## src/hw/rtl/ngz_pkg.sv

```systemverilog
// Package: record type, sentence kinds, character codes and conversion helpers.
`default_nettype none
package ngz_pkg;

    localparam int FRAC_DIGITS = 4;
    localparam int FRAC_KEEP   = (FRAC_DIGITS < 4) ? FRAC_DIGITS : 4;

    typedef enum logic [1:0] {
        KIND_OTHER = 2'd0,
        KIND_GGA   = 2'd1,
        KIND_ZDA   = 2'd2
    } kind_t;

    localparam logic [1:0] HEMI_UNKNOWN = 2'd0;
    localparam logic [1:0] HEMI_POS     = 2'd1;
    localparam logic [1:0] HEMI_NEG     = 2'd2;

    localparam logic [7:0] CH_DOLLAR = 8'h24;
    localparam logic [7:0] CH_COMMA  = 8'h2C;
    localparam logic [7:0] CH_LF     = 8'h0A;
    localparam logic [7:0] CH_POINT  = 8'h2E;
    localparam logic [7:0] CH_ZERO   = 8'h30;
    localparam logic [7:0] CH_ONE    = 8'h31;
    localparam logic [7:0] CH_NINE   = 8'h39;
    localparam logic [7:0] CH_A      = 8'h41;
    localparam logic [7:0] CH_D      = 8'h44;
    localparam logic [7:0] CH_E      = 8'h45;
    localparam logic [7:0] CH_G      = 8'h47;
    localparam logic [7:0] CH_N      = 8'h4E;
    localparam logic [7:0] CH_S      = 8'h53;
    localparam logic [7:0] CH_W      = 8'h57;
    localparam logic [7:0] CH_Z      = 8'h5A;

    typedef struct packed {
        logic [4:0]  hour;
        logic [5:0]  minute;
        logic [5:0]  second;
        logic [4:0]  day;
        logic [3:0]  month;
        logic [13:0] year;
        logic [16:0] lat_dm;
        logic [13:0] lat_fr;
        logic [1:0]  ns;
        logic [16:0] lon_dm;
        logic [13:0] lon_fr;
        logic [1:0]  ew;
        logic [15:0] alt;
        logic [15:0] geo;
        logic [6:0]  sats;
        logic        fix;
        logic        date_ok;
    } rec_t;

    // Five BCD digits to binary with constant weights.
    function automatic logic [16:0] bcd_to_bin(input logic [19:0] b);
        logic [16:0] s;
        s = 17'(b[19:16]) * 17'd10000 + 17'(b[15:12]) * 17'd1000
          + 17'(b[11:8]) * 17'd100 + 17'(b[7:4]) * 17'd10 + 17'(b[3:0]);
        return s;
    endfunction

    // Scale kept fraction digits to units of 0.0001 minute.
    function automatic logic [13:0] scale_frac(input logic [13:0] f, input logic [3:0] cnt);
        logic [3:0]  n;
        logic [16:0] v;
        n = (cnt > 4'(FRAC_KEEP)) ? 4'(FRAC_KEEP) : cnt;
        case (n)
            4'd0:    v = 17'd0;
            4'd1:    v = 17'(f) * 17'd1000;
            4'd2:    v = 17'(f) * 17'd100;
            4'd3:    v = 17'(f) * 17'd10;
            default: v = 17'(f);
        endcase
        return v[13:0];
    endfunction

endpackage
`default_nettype wire

```

## src/hw/rtl/ngz_if.sv

```systemverilog
// Channel interfaces: received byte in, parsed record out.
`default_nettype none
interface ngz_byte_if;
    logic       valid;
    logic       ready;
    logic [7:0] rx_byte;
    modport source (output valid, output rx_byte, input ready);
    modport sink   (input valid, input rx_byte, output ready);
endinterface

interface ngz_rec_if;
    logic        valid;
    logic        ready;
    logic [1:0]  sentence_kind;
    logic [16:0] utc_hms;
    logic [22:0] utc_ymd;
    logic [16:0] lat_dddmm;
    logic [13:0] lat_frac;
    logic [1:0]  north_south;
    logic [16:0] lon_dddmm;
    logic [13:0] lon_frac;
    logic [1:0]  east_west;
    logic [15:0] alt_msl;
    logic [15:0] geoid_sep;
    logic [8:0]  status_word;
    modport source (output valid, output sentence_kind, output utc_hms, output utc_ymd,
                    output lat_dddmm, output lat_frac, output north_south, output lon_dddmm,
                    output lon_frac, output east_west, output alt_msl, output geoid_sep,
                    output status_word, input ready);
    modport sink   (input valid, input sentence_kind, input utc_hms, input utc_ymd,
                    input lat_dddmm, input lat_frac, input north_south, input lon_dddmm,
                    input lon_frac, input east_west, input alt_msl, input geoid_sep,
                    input status_word, output ready);
endinterface
`default_nettype wire

```

## src/hw/rtl/nmea_gga_zda_parser.sv

```systemverilog
// A line feed taken at the input waits in the input register and, once it may advance,
// loads the output register; its record is then offered until it is taken.
// Throughput: one byte per cycle; the input register stalls only when it holds a
// line feed and the output register is full and not being taken.
// Reset: asynchronous, active low; staged and committed records clear to zero,
// hemispheres unknown, the parser waits in field 0 and both registers are empty.
`default_nettype none
module nmea_gga_zda_parser
    import ngz_pkg::*;
(
    input  wire logic clk,
    input  wire logic rst_n,
    ngz_byte_if.sink  rx,
    ngz_rec_if.source rec
);

    logic       in_valid_reg;
    logic [7:0] in_byte_reg;
    logic       out_valid_reg;
    kind_t      out_kind_reg;
    rec_t       out_rec_reg;
    logic       is_lf;
    logic       adv;
    kind_t      emit_kind;
    rec_t       emit_rec;

    assign is_lf    = (in_byte_reg == CH_LF);
    assign adv      = in_valid_reg && !(is_lf && out_valid_reg && !rec.ready);
    assign rx.ready = !in_valid_reg || adv;

    always_ff @(posedge clk or negedge rst_n)
    begin
        if (!rst_n)
            in_valid_reg <= 1'b0;
        else if (rx.ready)
            in_valid_reg <= rx.valid;
    end

    always_ff @(posedge clk)
    begin
        if (rx.ready && rx.valid)
            in_byte_reg <= rx.rx_byte;
    end

    ngz_core u_core (
        .clk       (clk),
        .rst_n     (rst_n),
        .step      (adv),
        .chr       (in_byte_reg),
        .emit_kind (emit_kind),
        .emit_rec  (emit_rec)
    );

    always_ff @(posedge clk or negedge rst_n)
    begin
        if (!rst_n)
            out_valid_reg <= 1'b0;
        else if (adv && is_lf)
            out_valid_reg <= 1'b1;
        else if (rec.ready)
            out_valid_reg <= 1'b0;
    end

    always_ff @(posedge clk)
    begin
        if (adv && is_lf)
        begin
            out_kind_reg <= emit_kind;
            out_rec_reg  <= emit_rec;
        end
    end

    assign rec.valid         = out_valid_reg;
    assign rec.sentence_kind = out_kind_reg;
    assign rec.utc_hms       = {out_rec_reg.hour, out_rec_reg.minute, out_rec_reg.second};
    assign rec.utc_ymd       = {out_rec_reg.year, out_rec_reg.month, out_rec_reg.day};
    assign rec.lat_dddmm     = out_rec_reg.lat_dm;
    assign rec.lat_frac      = out_rec_reg.lat_fr;
    assign rec.north_south   = out_rec_reg.ns;
    assign rec.lon_dddmm     = out_rec_reg.lon_dm;
    assign rec.lon_frac      = out_rec_reg.lon_fr;
    assign rec.east_west     = out_rec_reg.ew;
    assign rec.alt_msl       = out_rec_reg.alt;
    assign rec.geoid_sep     = out_rec_reg.geo;
    assign rec.status_word   = {out_rec_reg.date_ok, out_rec_reg.fix, out_rec_reg.sats};

endmodule
`default_nettype wire

```

## src/hw/rtl/ngz_core.sv

```systemverilog
// Parser state: field tracking, staged and committed records, one byte per step.
`default_nettype none
module ngz_core
    import ngz_pkg::*;
(
    input  wire logic       clk,
    input  wire logic       rst_n,
    input  wire logic       step,
    input  wire logic [7:0] chr,
    output kind_t           emit_kind,
    output rec_t            emit_rec
);

    logic [3:0]  fld_reg, fld_next;
    logic [3:0]  pos_reg, pos_next;
    logic        pt_reg, pt_next;
    kind_t       id_reg, id_next;
    logic [19:0] bcd_reg, bcd_next;
    logic [15:0] hacc_reg, hacc_next;
    logic [13:0] frac_reg, frac_next;
    rec_t        stg_reg, stg_next;
    rec_t        com_reg, com_next;

    always_ff @(posedge clk or negedge rst_n)
    begin
        if (!rst_n)
        begin
            fld_reg  <= '0;
            pos_reg  <= '0;
            pt_reg   <= 1'b0;
            id_reg   <= KIND_OTHER;
            bcd_reg  <= '0;
            hacc_reg <= '0;
            frac_reg <= '0;
            stg_reg  <= '0;
            com_reg  <= '0;
        end
        else if (step)
        begin
            fld_reg  <= fld_next;
            pos_reg  <= pos_next;
            pt_reg   <= pt_next;
            id_reg   <= id_next;
            bcd_reg  <= bcd_next;
            hacc_reg <= hacc_next;
            frac_reg <= frac_next;
            stg_reg  <= stg_next;
            com_reg  <= com_next;
        end
    end

    always_comb
    begin
        logic [3:0]  d;
        logic [3:0]  pos_inc;
        logic        nonempty;
        logic [6:0]  t7;
        logic [13:0] t14;
        logic [19:0] t20;
        d = (chr >= CH_ZERO && chr <= CH_NINE) ? 4'(chr - CH_ZERO) : 4'd0;
        pos_inc = (pos_reg < 4'd15) ? pos_reg + 4'd1 : pos_reg;
        nonempty = pt_reg || (pos_reg != 4'd0);
        t7 = '0;
        t14 = '0;
        t20 = '0;

        fld_next  = fld_reg;
        pos_next  = pos_reg;
        pt_next   = pt_reg;
        id_next   = id_reg;
        bcd_next  = bcd_reg;
        hacc_next = hacc_reg;
        frac_next = frac_reg;
        stg_next  = stg_reg;
        com_next  = com_reg;
        emit_kind = KIND_OTHER;

        if (chr == CH_DOLLAR)
        begin
            stg_next  = com_reg;
            fld_next  = '0;
            pos_next  = 4'd1;
            pt_next   = 1'b0;
            id_next   = KIND_OTHER;
            bcd_next  = '0;
            hacc_next = '0;
            frac_next = '0;
        end
        else if (chr == CH_COMMA || chr == CH_LF)
        begin
            // Close the current field.
            if (fld_reg == 4'd0 && pos_reg < 4'd6)
                id_next = KIND_OTHER;
            if (nonempty && id_next == KIND_GGA)
            begin
                case (fld_reg)
                    4'd2:
                    begin
                        stg_next.lat_dm = bcd_to_bin(bcd_reg);
                        stg_next.lat_fr = scale_frac(frac_reg, pos_reg);
                    end
                    4'd4:
                    begin
                        stg_next.lon_dm = bcd_to_bin(bcd_reg);
                        stg_next.lon_fr = scale_frac(frac_reg, pos_reg);
                    end
                    4'd9:    stg_next.alt = hacc_reg;
                    4'd11:   stg_next.geo = hacc_reg;
                    default: ;
                endcase
            end
            fld_next  = (fld_reg < 4'd15) ? fld_reg + 4'd1 : fld_reg;
            pos_next  = '0;
            pt_next   = 1'b0;
            bcd_next  = '0;
            hacc_next = '0;
            frac_next = '0;
            if (chr == CH_LF)
            begin
                emit_kind = id_next;
                if (id_next == KIND_ZDA)
                    stg_next.date_ok = 1'b1;
                if (id_next != KIND_OTHER)
                    com_next = stg_next;
                stg_next = com_next;
                fld_next = '0;
                id_next  = KIND_OTHER;
            end
        end
        else
        begin
            pos_next = pos_inc;
            if (fld_reg == 4'd0)
            begin
                if (pos_reg == 4'd3)
                    id_next = (chr == CH_G) ? KIND_GGA : (chr == CH_Z) ? KIND_ZDA : KIND_OTHER;
                else if (pos_reg == 4'd4)
                begin
                    if ((id_reg == KIND_GGA && chr != CH_G) ||
                        (id_reg == KIND_ZDA && chr != CH_D))
                        id_next = KIND_OTHER;
                end
                else if (pos_reg == 4'd5)
                begin
                    if (chr != CH_A)
                        id_next = KIND_OTHER;
                end
            end
            else if (id_reg != KIND_OTHER && fld_reg == 4'd1)
            begin
                t7 = 7'(stg_reg.hour) * 7'd10 + 7'(d);
                case (pos_reg)
                    4'd0:
                    begin
                        stg_next.hour   = 5'(d);
                        stg_next.minute = '0;
                        stg_next.second = '0;
                    end
                    4'd1: stg_next.hour = (t7 > 7'd31) ? 5'd31 : t7[4:0];
                    4'd2: stg_next.minute = 6'(d);
                    4'd3:
                    begin
                        t7 = 7'(stg_reg.minute) * 7'd10 + 7'(d);
                        stg_next.minute = (t7 > 7'd63) ? 6'd63 : t7[5:0];
                    end
                    4'd4: stg_next.second = 6'(d);
                    4'd5:
                    begin
                        t7 = 7'(stg_reg.second) * 7'd10 + 7'(d);
                        stg_next.second = (t7 > 7'd63) ? 6'd63 : t7[5:0];
                    end
                    default: ;
                endcase
            end
            else if (id_reg == KIND_GGA)
            begin
                case (fld_reg)
                    4'd2, 4'd4:
                    begin
                        if (!pt_reg && chr == CH_POINT)
                        begin
                            pt_next  = 1'b1;
                            pos_next = '0;
                        end
                        else if (!pt_reg)
                            bcd_next = {bcd_reg[15:0], d};
                        else if (pos_reg < 4'(FRAC_KEEP))
                        begin
                            t14 = frac_reg * 14'd10 + 14'(d);
                            frac_next = t14;
                        end
                    end
                    4'd3:
                    begin
                        if (pos_reg == 4'd0 && chr == CH_N) stg_next.ns = HEMI_POS;
                        else if (pos_reg == 4'd0 && chr == CH_S) stg_next.ns = HEMI_NEG;
                    end
                    4'd5:
                    begin
                        if (pos_reg == 4'd0 && chr == CH_E) stg_next.ew = HEMI_POS;
                        else if (pos_reg == 4'd0 && chr == CH_W) stg_next.ew = HEMI_NEG;
                    end
                    4'd6:
                    begin
                        if (pos_reg == 4'd0 && chr == CH_ONE) stg_next.fix = 1'b1;
                    end
                    4'd7:
                    begin
                        if (pos_reg == 4'd0)
                            stg_next.sats = 7'(d);
                        else if (pos_reg == 4'd1)
                            stg_next.sats = stg_reg.sats * 7'd10 + 7'(d);
                    end
                    4'd9, 4'd11:
                    begin
                        t20 = 20'(hacc_reg) * 20'd10 + 20'(d);
                        if (chr == CH_POINT)
                            pt_next = 1'b1;
                        else if (!pt_reg)
                            hacc_next = (t20 > 20'd65535) ? 16'hFFFF : t20[15:0];
                    end
                    default: ;
                endcase
            end
            else if (id_reg == KIND_ZDA)
            begin
                t7 = '0;
                case (fld_reg)
                    4'd2:
                    begin
                        if (pos_reg == 4'd0)
                            stg_next.day = 5'(d);
                        else if (pos_reg == 4'd1)
                        begin
                            t7 = 7'(stg_reg.day) * 7'd10 + 7'(d);
                            stg_next.day = (t7 > 7'd31) ? 5'd31 : t7[4:0];
                        end
                    end
                    4'd3:
                    begin
                        if (pos_reg == 4'd0)
                            stg_next.month = 4'(d);
                        else if (pos_reg == 4'd1)
                        begin
                            t7 = 7'(stg_reg.month) * 7'd10 + 7'(d);
                            stg_next.month = (t7 > 7'd15) ? 4'd15 : t7[3:0];
                        end
                    end
                    4'd4:
                    begin
                        if (pos_reg == 4'd0)
                            stg_next.year = 14'(d);
                        else if (pos_reg < 4'd4)
                            stg_next.year = stg_reg.year * 14'd10 + 14'(d);
                    end
                    default: ;
                endcase
            end
        end
        emit_rec = com_next;
    end

endmodule
`default_nettype wire

```

## src/flat_wrapper.sv

```systemverilog
// flat-port wrapper written by rule: the top's interface ports become plain ports
module nmea_gga_zda_parser_flat import ngz_pkg::*;
  (clk, rst_n, rx_valid, rx_rx_byte, rx_ready, rec_valid, rec_sentence_kind, rec_utc_hms, rec_utc_ymd, rec_lat_dddmm, rec_lat_frac, rec_north_south, rec_lon_dddmm, rec_lon_frac, rec_east_west, rec_alt_msl, rec_geoid_sep, rec_status_word, rec_ready);
  ngz_byte_if rx_i ();
  ngz_rec_if rec_i ();
  input  wire logic clk;
  input  wire logic rst_n;
  input wire logic [$bits(rx_i.valid)-1:0] rx_valid;
  input wire logic [$bits(rx_i.rx_byte)-1:0] rx_rx_byte;
  output wire logic [$bits(rx_i.ready)-1:0] rx_ready;
  output wire logic [$bits(rec_i.valid)-1:0] rec_valid;
  output wire logic [$bits(rec_i.sentence_kind)-1:0] rec_sentence_kind;
  output wire logic [$bits(rec_i.utc_hms)-1:0] rec_utc_hms;
  output wire logic [$bits(rec_i.utc_ymd)-1:0] rec_utc_ymd;
  output wire logic [$bits(rec_i.lat_dddmm)-1:0] rec_lat_dddmm;
  output wire logic [$bits(rec_i.lat_frac)-1:0] rec_lat_frac;
  output wire logic [$bits(rec_i.north_south)-1:0] rec_north_south;
  output wire logic [$bits(rec_i.lon_dddmm)-1:0] rec_lon_dddmm;
  output wire logic [$bits(rec_i.lon_frac)-1:0] rec_lon_frac;
  output wire logic [$bits(rec_i.east_west)-1:0] rec_east_west;
  output wire logic [$bits(rec_i.alt_msl)-1:0] rec_alt_msl;
  output wire logic [$bits(rec_i.geoid_sep)-1:0] rec_geoid_sep;
  output wire logic [$bits(rec_i.status_word)-1:0] rec_status_word;
  input wire logic [$bits(rec_i.ready)-1:0] rec_ready;
  assign rx_i.valid = rx_valid;
  assign rx_i.rx_byte = rx_rx_byte;
  assign rx_ready = rx_i.ready;
  assign rec_valid = rec_i.valid;
  assign rec_sentence_kind = rec_i.sentence_kind;
  assign rec_utc_hms = rec_i.utc_hms;
  assign rec_utc_ymd = rec_i.utc_ymd;
  assign rec_lat_dddmm = rec_i.lat_dddmm;
  assign rec_lat_frac = rec_i.lat_frac;
  assign rec_north_south = rec_i.north_south;
  assign rec_lon_dddmm = rec_i.lon_dddmm;
  assign rec_lon_frac = rec_i.lon_frac;
  assign rec_east_west = rec_i.east_west;
  assign rec_alt_msl = rec_i.alt_msl;
  assign rec_geoid_sep = rec_i.geoid_sep;
  assign rec_status_word = rec_i.status_word;
  assign rec_i.ready = rec_ready;
  nmea_gga_zda_parser u_core (.clk(clk), .rst_n(rst_n), .rx(rx_i), .rec(rec_i));
endmodule
```

## config.mk

```make
export PLATFORM = sky130hd
export DESIGN_NAME = nmea_gga_zda_parser_flat
export DESIGN_NICKNAME = d
export VERILOG_FILES = /design/src/hw/rtl/ngz_pkg.sv /design/src/hw/rtl/ngz_if.sv /design/src/hw/rtl/nmea_gga_zda_parser.sv /design/src/hw/rtl/ngz_core.sv /design/src/flat_wrapper.sv
export SDC_FILE = /design/constraint.sdc
export NUM_CORES = 2
export LEC_CHECK = 0
export ABC_AREA = 1
export BUFFER_PORTS_ARGS = -buffer_cell sky130_fd_sc_hd__clkbuf_2
export CAP_MARGIN = 40
export CORE_MARGIN = 10
export CORE_UTILIZATION = 40
export DETAILED_ROUTE_END_ITERATION = 6
export PLACE_DENSITY = 0.62
export SLEW_MARGIN = 25
export SYNTH_ARGS = -nofsm -noshare
export SYNTH_HDL_FRONTEND = slang
export SYNTH_HIERARCHICAL = 1
export SYNTH_SLANG_ARGS = --single-unit
```

## constraint.sdc

```tcl
create_clock -name clk -period 10.1 [get_ports clk]
set_input_delay 0.505 -clock clk [delete_from_list [all_inputs] [get_ports clk]]
set_output_delay 0.505 -clock clk [all_outputs]
set_load 0.03 [all_outputs]
```

==> flow_summary.yaml <==
clock_network:
  cts_made_buffers: 59
  post_cts_buffers: 0
  cts_sinks: 514
  htreeDepth: 2
  clkLatencyLatePin_ns: 0.67
  clock_path_buffers: 3
  cts.reportedPaths.clkPinSlew_ns: 0.06
  root_buffer: "clkbuf_16"
  cts_tree: "done"
synth:
  ys_types: 62
  yosysSeqAreaShare_pct: 40.3
  synth.most_common_cell: "nand2_1"
  synth_xor_area_share_pct: 2.35
  synthesis.area_sq_um: 33900
  syn_inst: 4234
  yosysTopAreaCell: "dfrtp_1"
  synth_common_cells: "nand2_1, inv_1, o21ai_0"
  yosys.area_share.adder_pct: 12.5
  synth-simple-area-share_pct: 17.5
  synth_edf_count: 157
  synthTopCellsByArea: "dfrtp_1, edfxtp_1, nand2_1"
  async_flop_share_pct: 69.5
  netlist.area_leader.share_pct: 26.4
  synth_mux_area_share_pct: 0
  synth_compound_area_share_pct: 18.8
  ys_ff_latch: 514
  synth_top_family_by_area: "compound AO/OA/AOI/OAI gates"
  yosysWarnings: 6
  syn_nets: 4542
  synth_flop_cell: "dfrtp_1"
  synth.avg_cell_area_sq_um: 8.00
power:
  vdd_drop_max_v: 0.000278
  power_density_nw_per_um2: 242
  p_leak_nw: 18.2
placement:
  hpwl_microns: 67600
  port_buffers: 162
  pre_cts_ws_ns: 4.41
  dpl_cell_area_sq_um: 35800
  place_congestion: 0.868
routing:
  via_per_inst: 5.29
  vias: 29073
  drc_errors: 0
  wl_per_cell_microns: 17.9
  detail-route-antenna-nets: 0
  drtPass1Iterations: 6
  drt_iter0_markers: 2363
  routed_wl_microns: 98400
final_layout:
  fill_cells: 8281
  design_area_sq_um: 38000
  drive_above_1_share_pct: 8.89
  synthToLayoutAreaGrowth_pct: 12.0
  diodes: 0
  fin_nets: 4621
timing:
  setup_slack_ns: 4.45
  timing.final.crit_share_pct: 55.9
  fmax_ghz: 0.177
  drv_slew: 0
  min_period_ns: 5.65
  fin_hold_ws_ns: 0.0519
  setup_viol: 0
  finalHoldViolations: 0
  fin_skew_ns: 0.0341
  tightest_slew_ns: 1.06
  tns_ns: 0
  rsz0062_at_grt: "no"
  slew_headroom_pct: 29.0
global_route:
  grt_use_total_pct: 19.8
  antenna_found_initial: 0
  overflow: 0
  grt_max_degree: 208
  grt_pass1_wl_microns: 157000
  grt_pass1_vias: 27909
setup_path:
  rr_worst_depth: 26
  arrival_ns: 6.15
  worstPathMaxFanout: 7
  required_ns: 10.60
  r2r-end: "u_core/u_core/com_reg[104]$_DFFE_PN0P_"
  crit_path_end_kind: "flop"
  reg2reg_from: "u_core/u_core/bcd_reg[14]$_DFFE_PN0P_"
  critical_path_class: "reg2reg"
  rrSetupSlack_ns: 4.45
  cp-start-kind: "flop"
  crit_path_start: "u_core/u_core/bcd_reg[14]$_DFFE_PN0P_"
worst_hold_path:
  min_to: "u_core/in_byte_reg[1]$_DFFE_PP_"
  worstHoldPathType: "in2reg"
  min_from: "rx_rx_byte[1]"
  hold_depth: 1
flow_run:
  maxCapViolCount: 0
floorplanning:
  num_io_pins: 163
  coreArea_sq_um: 83800
  die_y_microns: 311
  std_cell_rows: 106
  fp.dieW_microns: 311
  start_util_pct: 40.4
  die-area_sq_um: 96800
status:
  status: "complete, no violations"
[layer usage]
| metal | GRT usage, % | vias up | wire (microns) |
|---|---|---|---|
| li1 | - | 14351 | - |
| met1 | 26.5 | 13765 | 44000 |
| met2 | 32.2 | 820 | 45600 |
| met3 | 3.36 | 137 | 6070 |
| met4 | 6.35 | 0 | 2790 |
| met5 | 0 | - | 0 |
[power by group]
part | internal, W | switching (W) | leakage, nW
combinational | 0.00161 | 0.00282 | 11.3
clock | 0.00123 | 0.000928 | 0.933
sequential | 0.00241 | 0.000188 | 5.97
total | 0.00525 | 0.00393 | 18.2
[critical path: stages (launching register included)]
cell and delay, ns:
dfrtp_1 0.48, fa_1 0.61, inv_1 0.10, fa_1 0.50
inv_1 0.04, ha_1 0.33, a21oi_1 0.15, nand2_1 0.10
a21oi_1 0.12, o21ai_0 0.14, a21o_1 0.19, a21oi_1 0.15
xnor2_1 0.15, ha_1 0.26, ha_1 0.30, ha_1 0.36
a21oi_1 0.21, a21boi_0 0.32, nand3_1 0.12, nand2_1 0.09
nand3_1 0.07, o21ai_0 0.09, inv_1 0.07, o21ai_0 0.19
o21ai_0 0.16, nand2_1 0.10, o21ai_0 0.11
[through the flow]
step	utilization (%)	power (W)	std cells
global route	45.3	0.0100	5498
CTS	45.0	0.00923	5490
global placement	42.5	0.00701	5366
detailed placement	42.7	0.00702	5377
floorplan	-	0.00593	4234
finish	45.3	0.00919	5498
[worst max-delay path by stage]
stage	to	slack, ns	cells after the start
final	u_core/u_core/com_reg[104]$_DFFE_PN0P_	4.45	26
after global routing	u_core/u_core/com_reg[104]$_DFFE_PN0P_	3.82	26
after CTS	u_core/u_core/com_reg[104]$_DFFE_PN0P_	4.43	26
after detailed placement	u_core/u_core/com_reg[104]$_DFFE_PN0P_	4.41	26
after global placement	u_core/u_core/com_reg[104]$_DFFE_PN0P_	4.49	26
after floorplan	u_core/rec.lat_dddmm[14]$_DFFE_PP_	5.05	24
[area by class of cell]
cell class	count	area, sq um	area share, %
Timing Repair Buffer	207	1450	3.81
Clock inverter	28	277	0.728
Multi-Input combinational cell	2969	17400	45.8
Sequential cell	514	13600	36.0
Tap cell	1134	1420	3.74
Inverter	562	2130	5.60
Clock buffer	84	1670	4.40
[timing repair]
item / CTS / global route
endpoints found under the hold margin: 106 / 0
gates resized for setup: 0 / 0
hold buffers: 1 / 0
[cells by family after synthesis]
family,after synthesis
and+or+nand+nor,1415
xor gates and xnor gates,91
DFF,514
buffers and inverters,751
AOI/OAI and AO/OA,1167
adders and majority gates,296
[placed cells by master, fill, tap and decap left out, types with 9 or more instances in the layout]
master | synthesis | routed
a22oi_1 | 24 | 24
clkinv_1 | 4 | 10
or2_2 | 27 | 27
a21oi_1 | 370 | 370
nor2_1 | 225 | 224
fa_1 | 70 | 70
clkbuf_2 | 1 | 161
buf_4 | 3 | 25
o21ai_0 | 488 | 488
dfrtp_1 | 357 | 357
clkbuf_1 | 106 | 16
o21ai_1 | 94 | 94
buf_16 | 0 | 9
clkbuf_16 | 0 | 60
xor2_1 | 42 | 42
o22ai_2 | 10 | 10
nor3_1 | 18 | 18
inv_1 | 547 | 546
a31oi_1 | 84 | 84
nand2_1 | 881 | 879
nor2_2 | 12 | 12
ha_1 | 226 | 226
nand3_1 | 162 | 162
xnor2_1 | 49 | 49
edfxtp_1 | 157 | 157
nand4_1 | 49 | 49
o211ai_1 | 20 | 20
o21bai_1 | 18 | 18
nand2_2 | 9 | 9
No activity file was read; power rests on OpenSTA's default activity.
